File: src/rtl/rgra_pkg.sv
// ----------------------------------------------------------------------------
// rgra_pkg
// Shared widths, codes and types of the range gated running average.
// ----------------------------------------------------------------------------
package rgra_pkg;

  localparam int unsigned SampleW   = 31;
  localparam int unsigned MinW      = 32;
  localparam int unsigned CountW    = 8;
  localparam int unsigned VerdictW  = 2;
  localparam int unsigned ApbAddrW  = 4;
  localparam int unsigned ApbDataW  = 32;
  localparam int unsigned AvgDivDef = 8;

  localparam logic [SampleW-1:0] LowLimitRst     = '0;
  localparam logic [SampleW-1:0] HighLimitRst    = '1;
  localparam logic [CountW-1:0]  OutlierLimitRst = CountW'(3);

  typedef enum logic [VerdictW-1:0] {
    VERDICT_ACCEPT  = 2'd0,
    VERDICT_OUTLIER = 2'd1,
    VERDICT_RESET   = 2'd2
  } verdict_e;

  typedef enum logic [1:0] {
    REG_LOW_LIMIT     = 2'd0,
    REG_HIGH_LIMIT    = 2'd1,
    REG_OUTLIER_LIMIT = 2'd2
  } reg_idx_e;

  typedef struct packed {
    logic [SampleW-1:0] low_limit;
    logic [SampleW-1:0] high_limit;
    logic [CountW-1:0]  outlier_limit;
  } cfg_t;

  typedef struct packed {
    verdict_e           verdict;
    logic [SampleW-1:0] average;
    logic               average_valid;
    logic [MinW-1:0]    lowest_seen;
    logic [SampleW-1:0] highest_seen;
    logic [SampleW-1:0] last_bad;
  } res_t;

endpackage

File: src/rtl/rgra_if.sv
// ----------------------------------------------------------------------------
// rgra_if
// Valid/ready stream channels for samples and results.
// ----------------------------------------------------------------------------
interface rgra_sample_if;
  logic                         valid;
  logic                         ready;
  logic [rgra_pkg::SampleW-1:0] sample;

  modport source (output valid, output sample, input ready);
  modport sink   (input valid, input sample, output ready);
endinterface

interface rgra_result_if;
  logic                          valid;
  logic                          ready;
  logic [rgra_pkg::VerdictW-1:0] verdict;
  logic [rgra_pkg::SampleW-1:0]  average;
  logic                          average_valid;
  logic [rgra_pkg::MinW-1:0]     lowest_seen;
  logic [rgra_pkg::SampleW-1:0]  highest_seen;
  logic [rgra_pkg::SampleW-1:0]  last_bad;

  modport source (output valid, output verdict, output average, output average_valid,
                  output lowest_seen, output highest_seen, output last_bad, input ready);
  modport sink   (input valid, input verdict, input average, input average_valid,
                  input lowest_seen, input highest_seen, input last_bad, output ready);
endinterface

File: src/rtl/rgra_regs.sv
// ----------------------------------------------------------------------------
// rgra_regs
// APB register file holding the sample limits and the outlier limit.
// ----------------------------------------------------------------------------
module rgra_regs (
  input  logic                          clk_i,
  input  logic                          rst_ni,
  input  logic                          psel,
  input  logic                          penable,
  input  logic                          pwrite,
  input  logic [rgra_pkg::ApbAddrW-1:0] paddr,
  input  logic [rgra_pkg::ApbDataW-1:0] pwdata,
  output logic [rgra_pkg::ApbDataW-1:0] prdata,
  output logic                          pready,
  output rgra_pkg::cfg_t                cfg_o
);

  rgra_pkg::cfg_t     cfg_q, cfg_d;
  rgra_pkg::reg_idx_e idx;
  logic               wr_en;

  assign pready = 1'b1;
  assign wr_en  = psel && penable && pwrite;
  assign idx    = rgra_pkg::reg_idx_e'(paddr[3:2]);

  always_comb begin
    cfg_d = cfg_q;
    if (wr_en) begin
      unique case (idx)
        rgra_pkg::REG_LOW_LIMIT:     cfg_d.low_limit     = pwdata[rgra_pkg::SampleW-1:0];
        rgra_pkg::REG_HIGH_LIMIT:    cfg_d.high_limit    = pwdata[rgra_pkg::SampleW-1:0];
        rgra_pkg::REG_OUTLIER_LIMIT: cfg_d.outlier_limit = pwdata[rgra_pkg::CountW-1:0];
        default: ;
      endcase
    end
  end

  always_comb begin
    unique case (idx)
      rgra_pkg::REG_LOW_LIMIT:     prdata = rgra_pkg::ApbDataW'(cfg_q.low_limit);
      rgra_pkg::REG_HIGH_LIMIT:    prdata = rgra_pkg::ApbDataW'(cfg_q.high_limit);
      rgra_pkg::REG_OUTLIER_LIMIT: prdata = rgra_pkg::ApbDataW'(cfg_q.outlier_limit);
      default:                     prdata = '0;
    endcase
  end

  always_ff @(posedge clk_i or negedge rst_ni) begin
    if (!rst_ni) begin
      cfg_q.low_limit     <= rgra_pkg::LowLimitRst;
      cfg_q.high_limit    <= rgra_pkg::HighLimitRst;
      cfg_q.outlier_limit <= rgra_pkg::OutlierLimitRst;
    end else begin
      cfg_q <= cfg_d;
    end
  end

  assign cfg_o = cfg_q;

endmodule

File: src/rtl/rgra_div.sv
// ----------------------------------------------------------------------------
// rgra_div
// Signed division of the sample/average difference by a constant,
// truncated toward zero, via an exact reciprocal multiply on the magnitude.
// ----------------------------------------------------------------------------
module rgra_div #(
  parameter int unsigned AVG_DIV = rgra_pkg::AvgDivDef
) (
  input  logic [rgra_pkg::SampleW:0] diff_i,
  output logic [rgra_pkg::SampleW:0] quot_o
);

  localparam int unsigned DW      = rgra_pkg::SampleW;
  localparam int unsigned DivLog  = $clog2(AVG_DIV);
  localparam int unsigned Shift   = DW + DivLog;
  localparam int unsigned MulW    = DW + 1;
  localparam int unsigned ProdW   = DW + MulW;
  // ceil(2^(DW+log) / d) gives the exact floor for any dividend below 2^DW
  localparam logic [63:0] MulFull = ((64'd1 << Shift) + 64'(AVG_DIV) - 64'd1) / 64'(AVG_DIV);
  localparam logic [MulW-1:0] MulConst = MulFull[MulW-1:0];

  logic             neg;
  logic [DW:0]      mag_full;
  logic [DW-1:0]    mag;
  logic [ProdW-1:0] prod;
  logic [DW-1:0]    q;

  always_comb begin
    neg      = diff_i[DW];
    mag_full = neg ? (~diff_i + 1'b1) : diff_i;
    mag      = mag_full[DW-1:0];
    prod     = ProdW'(mag) * ProdW'(MulConst);
    q        = DW'(prod >> Shift);
    quot_o   = neg ? (~{1'b0, q} + 1'b1) : {1'b0, q};
  end

endmodule

File: src/rtl/rgra_core.sv
// ----------------------------------------------------------------------------
// rgra_core
// Average, outlier count and min/max state with the per-sample update logic.
// ----------------------------------------------------------------------------
module rgra_core #(
  parameter int unsigned AVG_DIV = rgra_pkg::AvgDivDef
) (
  input  logic                         clk_i,
  input  logic                         rst_ni,
  input  rgra_pkg::cfg_t               cfg_i,
  input  logic                         step_i,
  input  logic [rgra_pkg::SampleW-1:0] sample_i,
  output rgra_pkg::res_t               res_o
);

  localparam int unsigned SW = rgra_pkg::SampleW;

  logic [SW-1:0]               avg_q, avg_d;
  logic                        valid_q, valid_d;
  logic [rgra_pkg::CountW-1:0] cnt_q, cnt_d, cnt_inc;
  logic [rgra_pkg::MinW-1:0]   min_q, min_d;
  logic [SW-1:0]               max_q, max_d;
  logic [SW-1:0]               bad_q, bad_d;
  logic [SW:0]                 diff, delta, sum;
  logic                        out_of_range;
  rgra_pkg::verdict_e          verdict;

  assign diff = {1'b0, sample_i} - {1'b0, avg_q};

  rgra_div #(.AVG_DIV(AVG_DIV)) u_div (
    .diff_i (diff),
    .quot_o (delta)
  );

  assign sum     = {1'b0, avg_q} + delta;
  assign cnt_inc = cnt_q + 1'b1;

  always_comb begin
    out_of_range = (sample_i < cfg_i.low_limit) || (sample_i > cfg_i.high_limit);
    avg_d   = avg_q;
    valid_d = valid_q;
    cnt_d   = cnt_q;
    bad_d   = bad_q;
    min_d   = ({1'b0, sample_i} < min_q) ? {1'b0, sample_i} : min_q;
    max_d   = (sample_i > max_q) ? sample_i : max_q;
    verdict = rgra_pkg::VERDICT_ACCEPT;
    if (out_of_range) begin
      if (!valid_q) begin
        verdict = rgra_pkg::VERDICT_RESET;
      end else if (cnt_inc >= cfg_i.outlier_limit) begin
        bad_d   = sample_i;
        valid_d = 1'b0;
        cnt_d   = '0;
        verdict = rgra_pkg::VERDICT_RESET;
      end else begin
        cnt_d   = cnt_inc;
        verdict = rgra_pkg::VERDICT_OUTLIER;
      end
    end else begin
      avg_d   = valid_q ? sum[SW-1:0] : sample_i;
      valid_d = 1'b1;
      cnt_d   = '0;
    end
  end

  always_ff @(posedge clk_i or negedge rst_ni) begin
    if (!rst_ni) begin
      avg_q   <= '0;
      valid_q <= 1'b0;
      cnt_q   <= '0;
      min_q   <= '1;
      max_q   <= '0;
      bad_q   <= '0;
    end else if (step_i) begin
      avg_q   <= avg_d;
      valid_q <= valid_d;
      cnt_q   <= cnt_d;
      min_q   <= min_d;
      max_q   <= max_d;
      bad_q   <= bad_d;
    end
  end

  always_comb begin
    res_o.verdict       = verdict;
    res_o.average       = avg_d;
    res_o.average_valid = valid_d;
    res_o.lowest_seen   = min_d;
    res_o.highest_seen  = max_d;
    res_o.last_bad      = bad_d;
  end

endmodule

File: src/rtl/range_gated_running_average.sv
// ----------------------------------------------------------------------------
// range_gated_running_average
// Running average of a sensor sample stream with range gating, outlier
// counting and min/max tracking.
//
// Samples arrive on in_if, one per transaction; each sample yields exactly
// one result transaction on out_if, in order. Limits and the outlier limit
// are set through the APB port at 0x0, 0x4 and 0x8; the user must write
// them only while idle; the block does not enforce it. A sample lands in the
// input register at acceptance; when the input stage steps it is evaluated
// and written to the result register, which offers it on out_if. Throughput
// is one sample per cycle while out_if does not stall: the state update
// (range compare, subtract, reciprocal multiply for the divide by AVG_DIV,
// add) is combinational from the state registers back to themselves. When
// out_if stalls, the result register holds; the input register still takes
// one more sample, then in_if.ready drops until the result is taken.
// Reset clears the average, the outlier count, min/max and last bad value,
// and loads the register reset values; nothing is offered until a sample.
// ----------------------------------------------------------------------------
module range_gated_running_average #(
  parameter int unsigned AVG_DIV = rgra_pkg::AvgDivDef
) (
  input  logic                          clk_i,
  input  logic                          rst_ni,
  rgra_sample_if.sink                   in_if,
  rgra_result_if.source                 out_if,
  input  logic                          psel,
  input  logic                          penable,
  input  logic                          pwrite,
  input  logic [rgra_pkg::ApbAddrW-1:0] paddr,
  input  logic [rgra_pkg::ApbDataW-1:0] pwdata,
  output logic [rgra_pkg::ApbDataW-1:0] prdata,
  output logic                          pready
);

  rgra_pkg::cfg_t               cfg;
  rgra_pkg::res_t               res, res_q;
  logic [rgra_pkg::SampleW-1:0] sample_q;
  logic                         in_vld_q, in_vld_d;
  logic                         out_vld_q, out_vld_d;
  logic                         step;

  rgra_regs u_regs (
    .clk_i   (clk_i),
    .rst_ni  (rst_ni),
    .psel    (psel),
    .penable (penable),
    .pwrite  (pwrite),
    .paddr   (paddr),
    .pwdata  (pwdata),
    .prdata  (prdata),
    .pready  (pready),
    .cfg_o   (cfg)
  );

  rgra_core #(.AVG_DIV(AVG_DIV)) u_core (
    .clk_i    (clk_i),
    .rst_ni   (rst_ni),
    .cfg_i    (cfg),
    .step_i   (step),
    .sample_i (sample_q),
    .res_o    (res)
  );

  // input stage moves on when the result register is free or being drained
  assign step        = in_vld_q && (!out_vld_q || out_if.ready);
  assign in_if.ready = !in_vld_q || step;

  always_comb begin
    in_vld_d  = in_vld_q;
    out_vld_d = out_vld_q;
    if (in_if.ready) begin
      in_vld_d = in_if.valid;
    end
    if (step) begin
      out_vld_d = 1'b1;
    end else if (out_if.ready) begin
      out_vld_d = 1'b0;
    end
  end

  always_ff @(posedge clk_i or negedge rst_ni) begin
    if (!rst_ni) begin
      in_vld_q  <= 1'b0;
      out_vld_q <= 1'b0;
    end else begin
      in_vld_q  <= in_vld_d;
      out_vld_q <= out_vld_d;
    end
  end

  always_ff @(posedge clk_i) begin
    if (in_if.valid && in_if.ready) begin
      sample_q <= in_if.sample;
    end
    if (step) begin
      res_q <= res;
    end
  end

  assign out_if.valid         = out_vld_q;
  assign out_if.verdict       = res_q.verdict;
  assign out_if.average       = res_q.average;
  assign out_if.average_valid = res_q.average_valid;
  assign out_if.lowest_seen   = res_q.lowest_seen;
  assign out_if.highest_seen  = res_q.highest_seen;
  assign out_if.last_bad      = res_q.last_bad;

endmodule
File: src/flat_wrapper.sv
// flat-port wrapper written by rule: the top's interface ports become plain ports
module range_gated_running_average_flat 
#(
  parameter int unsigned AVG_DIV = rgra_pkg::AvgDivDef
)
  (clk_i, rst_ni, psel, penable, pwrite, paddr, pwdata, prdata, pready, in_if_valid, in_if_sample, in_if_ready, out_if_valid, out_if_verdict, out_if_average, out_if_average_valid, out_if_lowest_seen, out_if_highest_seen, out_if_last_bad, out_if_ready);
  rgra_sample_if in_if_i ();
  rgra_result_if out_if_i ();
  input  logic clk_i;
  input  logic rst_ni;
  input  logic psel;
  input  logic penable;
  input  logic pwrite;
  input  logic [rgra_pkg::ApbAddrW-1:0] paddr;
  input  logic [rgra_pkg::ApbDataW-1:0] pwdata;
  output logic [rgra_pkg::ApbDataW-1:0] prdata;
  output logic pready;
  input wire logic [$bits(in_if_i.valid)-1:0] in_if_valid;
  input wire logic [$bits(in_if_i.sample)-1:0] in_if_sample;
  output wire logic [$bits(in_if_i.ready)-1:0] in_if_ready;
  output wire logic [$bits(out_if_i.valid)-1:0] out_if_valid;
  output wire logic [$bits(out_if_i.verdict)-1:0] out_if_verdict;
  output wire logic [$bits(out_if_i.average)-1:0] out_if_average;
  output wire logic [$bits(out_if_i.average_valid)-1:0] out_if_average_valid;
  output wire logic [$bits(out_if_i.lowest_seen)-1:0] out_if_lowest_seen;
  output wire logic [$bits(out_if_i.highest_seen)-1:0] out_if_highest_seen;
  output wire logic [$bits(out_if_i.last_bad)-1:0] out_if_last_bad;
  input wire logic [$bits(out_if_i.ready)-1:0] out_if_ready;
  assign in_if_i.valid = in_if_valid;
  assign in_if_i.sample = in_if_sample;
  assign in_if_ready = in_if_i.ready;
  assign out_if_valid = out_if_i.valid;
  assign out_if_verdict = out_if_i.verdict;
  assign out_if_average = out_if_i.average;
  assign out_if_average_valid = out_if_i.average_valid;
  assign out_if_lowest_seen = out_if_i.lowest_seen;
  assign out_if_highest_seen = out_if_i.highest_seen;
  assign out_if_last_bad = out_if_i.last_bad;
  assign out_if_i.ready = out_if_ready;
  range_gated_running_average #(.AVG_DIV(AVG_DIV)) u_core (.clk_i(clk_i), .rst_ni(rst_ni), .in_if(in_if_i), .out_if(out_if_i), .psel(psel), .penable(penable), .pwrite(pwrite), .paddr(paddr), .pwdata(pwdata), .prdata(prdata), .pready(pready));
endmodule
File: config.mk
export PLATFORM = sky130hd
export DESIGN_NAME = range_gated_running_average_flat
export DESIGN_NICKNAME = d
export VERILOG_FILES = /design/src/rtl/rgra_pkg.sv /design/src/rtl/rgra_if.sv /design/src/rtl/rgra_regs.sv /design/src/rtl/rgra_div.sv /design/src/rtl/rgra_core.sv /design/src/rtl/range_gated_running_average.sv /design/src/flat_wrapper.sv
export SDC_FILE = /design/constraint.sdc
export NUM_CORES = 1
export LEC_CHECK = 0
export BUFFER_PORTS_ARGS = -buffer_cell sky130_fd_sc_hd__clkbuf_2
export CORE_AREA = 2 2 209 211
export DETAILED_ROUTE_END_ITERATION = 10
export DIE_AREA = 0 0 211 213
export PLACE_DENSITY = 0.83
export SETUP_SLACK_MARGIN = 0.2
export SYNTH_ARGS = -nofsm -noshare
export SYNTH_HDL_FRONTEND = slang
export SYNTH_HIERARCHICAL = 1
export SYNTH_SLANG_ARGS = --single-unit
File: constraint.sdc
create_clock -name clk_i -period 11.7 [get_ports clk_i]
set_clock_uncertainty 0.1 [all_clocks]
set_input_delay 1.17 -clock clk_i [delete_from_list [all_inputs] [get_ports clk_i]]
set_output_delay 1.17 -clock clk_i [all_outputs]
set_load 0.005 [all_outputs]
Word level (Yosys, flattened, before mapping)
Index checks and enable logic that the tools add are counted.
Storage, ports and cells
  memory bits (writable): 0
  memories: 0
  output and inout port bits: 163
  memory bits (read-only): 0
  logic and storage cells: 70
  input bits: 74
  latch bits: 0
  register bits: 365
Operators by class
  div/mod/pow operators: 0
  shifts and indexed selects: 0
  order comparisons: 5
  $mul: 0
  add/subtract/negate cells: 5
  bitwise operators: 2
  equal/unequal tests: 3
  reduce and logical (&&, ||, !) cells: 16
  mux-type cells: 20
Operator list (number)
  two-way mux 31 bit: 8
  case mux 31 bit (3 select lines): 1
  adder 31 x 1 -> 31 bit (second input constant): 2
  greater-than comparator 31 bit: 2
  < comparator 31 x 32 -> 1 bit: 1
  two-way mux 32 bit: 1
  subtractor 31 x 31 -> 32 bit: 1
  adder 31 bit: 1
  < comparator 31 bit: 1
  inverter 28 -> 31 bit: 1
  inverter 31 bit: 1
  two-way mux 8 bit: 3
  AND reduction 2 bit: 5
  adder 8 x 1 -> 8 bit (second input constant): 1
  >= comparator 8 bit: 1
  two-way mux 1 bit: 5
  logical AND 1 bit: 4
  two-way mux 2 bit: 2
  logical OR 1 bit: 3
  == test 2 x 1 -> 1 bit (second input constant): 1
  == test 2 bit (second input constant): 1
  logical NOT 1 bit: 2
  logical NOT 2 bit: 1
  inequality test 2 bit (second input constant): 1
  nonzero test 2 bit: 1

Longest topological paths before layout
  word-level depth: 10
  gate-level depth with buffers: 37
  mapped depth without buffers: 30

Hierarchy
The synthesis kept the hierarchy.
Modules (own cells, without submodules)
  rgra_core: area each 13451.7 um2, seq. area each 3393.3 um2, cells each 1531, times used 1
  range_gated_running_average: area each 4878.4 um2, seq. area each 4824.6 um2, cells each 167, times used 1
  rgra_regs: area each 3315.7 um2, seq. area each 1793.0 um2, cells each 235, times used 1
  rgra_div: area each 1492.7 um2, seq. area each 0.0 um2, cells each 225, times used 1

Least setup slack after synthesis
No wires, ideal clock.
  path kind: register to register
  from: register u_core/sample_q[8] in the netlist's numbering
  to: register u_core.res_q, in the netlist u_core/out_if.average[22] (data pin)
  setup time: 0.260 ns
  path slack: 3.451 ns
  cell stages (with the launch flop): 36
  clock period less this slack: 8.249 ns
  arrival: 7.890 ns
  cells stage by stage: edfxtp_1 ha_1 a21o_1 a21o_1 a221o_1 a31oi_1 o211ai_1 a41oi_1 o21ai_0 a21oi_1 clkbuf_1 clkbuf_1 buf_1 clkbuf_1 o21ai_0 xor2_1 ha_1 buf_1 o311a_1 o2bb2a_1 a221oi_2 nand2_1 xor2_1 nand2_1 xnor2_1 ha_1 clkbuf_1 nand4_1 or3_1 a21oi_1 or3_1 clkbuf_1 a21oi_1 xnor2_1 mux2_2 mux2_2
RTL lines
  start, declared: line range_gated_running_average.sv:38  | logic [rgra_pkg::SampleW-1:0] sample_q;
  start signal, assigned: line range_gated_running_average.sv:94  | sample_q <= in_if.sample;
  end signal, assigned: line range_gated_running_average.sv:97  | res_q <= res;
  end, declared: line range_gated_running_average.sv:37  | rgra_pkg::res_t res, res_q;

==> out/qor.csv <==
stage;metric;value;unit
sta;min_period;8.99;ns
grt;top_usage_layer;met2;
power;comb_power_share;59.4;%
min_path;min_to;u_core/u_core/bad_q[6];
clock_tree;cts_setup_buffers;0;
clock_tree;clk_pin_slew;0.06;ns
die;die_h;213;um
die;initial_core_util;54.2;%
min_path;hold_start;u_core/u_core/bad_q[6];
detailed_routing;wl;60700;um
yosys;synth_area;23100;um2
die;io_pins;237;
sta;clock.fmax;111;MHz
clock_tree;cts_tree;built;
yosys;avgSynthCellArea;10.7;um2
sta;final_max_slew_viol_count;0;
power;p_clk_share;14.6;%
die;die_w;211;um
final_layout;syn_to_final_growth;13.5;%
yosys;yosysWarnings;6;
setup_path;slowest_delay;0.63;ns
setup_path;crit_required;11.88;ns
detailed_routing;detail_route.first_pass.iterations;5;
clock_tree;clk_latency;0.57;ns
grt;grt_use_met2;44.3;%
clock_tree;cts_buffers;39;
sta;worst_slew_pin_slew;1.01;ns
placed_design;placed_cell_area;24900;um2
grt;antenna_found_initial;1;
clock_tree;cts_hold_buffers;0;
detailed_routing;drt-initial-drc-count;1048;
min_path;hold_path_depth;1;
grt;grt_overflow;0;
power;power_density;333;nW/um2
setup_path;cp_max_fo;11;
grt;grt_max_degree;84;
placed_design;place.gp.congestion;0.907;
final_layout;nFillCells;3309;
grt;track_usage;27.0;%
yosys;synth_fp_nets;2426;
setup_path;rr_endpoint;u_core/out_if.average[30];
clock_tree;cts_resized;0;
sta;setup_viol;0;
die;num_rows;76;
sta;finalHoldViolations;0;
power;p_int;5.01;mW
setup_path;cp-start-kind;flop;
clock_tree;htreeDepth;2;
grt;first_global_vias;17900;
sta;setup_tns;0;ns
final_layout;final_area;26300;um2
setup_path;worstSetupPathType;flop to flop;
setup_path;crit_top_cell;a21oi_1;
clock_tree;cts-root-buf;clkbuf_16;
die;die_area;44900;um2
sta;fin_ws;2.71;ns
detailed_routing;drc;0;
detailed_routing;wl_per_cell;20.5;um
setup_path;timing.rr.start;u_core/sample_q[0];
placed_design;pre_cts_ws;2.86;ns
setup_path;reg2reg_slack;2.71;ns
grt;grt_first_pass_wirelength;95600;um
final_layout;layout-drive-gt1-share;27.6;%
clock_tree;cts_sinks;365;
detailed_routing;drt-vias-per-instance;5.98;
sta;finalCritPeriodShare;76.9;%
setup_path;ff2ff_path_depth;29;
min_path;worstHoldPathType;flop to flop;
die;core;42700;um2
grt;grt.met3_usage;5.71;%
sta;max-slew-margin-rel;32.8;%
final_layout;n_antenna_cell;0;
grt;use_met1;35.1;%
detailed_routing;vias;17700;
setup_path;worst_path_max_delay_cell;edfxtp_1;
yosys;netlist_instances;2157;
placed_design;port_buffers;231;
power;ir_drop;0.149;mV
final_layout;final_net_count;2648;
placed_design;hpwl;43500;um
sta;rsz0062_at_grt;false;
setup_path;end_kind;flop;
power;total_power;8.73;mW
clock_tree;cts_buffer_depth;3;
power;power_frac_seq;26.0;%
power;sw_frac_of_total;42.6;%
power;power_switching;3.72;mW
outcome;status;finished clean;
detailed_routing;drtAntennaViolNets;0;
run;max_cap_viol_count;0;
setup_path;cp.arrival;9.17;ns
power;p_leak;11.8;nW
[cell usage in the layout (no fill, tap or decap), types with 44 or more instances in the layout]
cell / n
a21o_1: 72
a21oi_1: 110
buf_4: 44
clkbuf_2: 230
dfrtp_1: 140
dfstp_2: 65
edfxtp_1: 159
ha_1: 193
inv_1: 191
mux2_2: 198
mux2i_1: 60
nand2_1: 170
nor2_1: 94
o21ai_0: 109
xnor2_1: 60
[metrics by stage]
step	hold WS [ns]	instances	util (%)
finish	0.390	2956	61.5
global placement	0.365	2884	58.4
global route	0.399	2956	61.5
CTS	0.387	2956	61.5
detailed placement	0.379	2884	58.4
floorplan	0.354	2157	-
[layer usage]
metal / vias to the layer above / routed length [um]
li1: 8238 / -
met1: 8637 / 25500
met2: 646 / 28500
met3: 150 / 4530
met4: 0 / 2250
met5: - / 0
[registers in the layout, summed over array words and instances (netlist names), 31 cells and up]
register and cells:
u_core/u_regs/cfg_o 70, u_core/out_if.lowest_seen 32, u_core/u_core/min_q 32, u_core/out_if.average 31
u_core/out_if.highest_seen 31, u_core/out_if.last_bad 31, u_core/sample_q 31, u_core/u_core/avg_q 31
u_core/u_core/bad_q 31, u_core/u_core/max_q 31
[worst max path at each step]
stage,from,endpoint,slack [ns]
after floorplan,u_core/sample_q[8],u_core/out_if.average[22],3.45
after global placement,u_core/sample_q[0],u_core/out_if.average[30],3.01
after detailed placement,u_core/sample_q[0],u_core/out_if.average[30],2.86
after CTS,u_core/sample_q[0],u_core/out_if.average[30],2.82
after global routing,u_core/sample_q[0],u_core/out_if.average[30],1.90
final,u_core/sample_q[0],u_core/out_if.average[30],2.71
[worst max-delay path, delay by kind of cell, from the launching register on]
family / cells / cell delay, ns
fa+ha+maj: 3 / 1.09
buf+inv: 1 / 0.23
compound gates: 15 / 3.32
simple gates: 8 / 2.86
flops: 1 / 0.63
xor+xnor: 2 / 0.45
[power by group through the flow]
stage               sequential, mW  clock [mW]  combinational [mW]
finish                        2.27        1.28                5.19
global route                  2.32        1.35                5.71
CTS                           2.27        1.30                5.13
detailed placement            2.28           0                5.08
global placement              2.26           0                4.90
floorplan                     2.21           0                3.88
[final cells by class]
type                    count  area (um2)  area share (%)
flip-flops and latches    365       10000            38.1
well taps                 546         683            2.60
repair buffers            275        1500            5.69
multi-input cells        1506       12000            45.8
clock buffers              53        1090            4.16
clock inverters            19         226           0.863
inverters                 192         721            2.74
(Power assumes the default switching activity.)
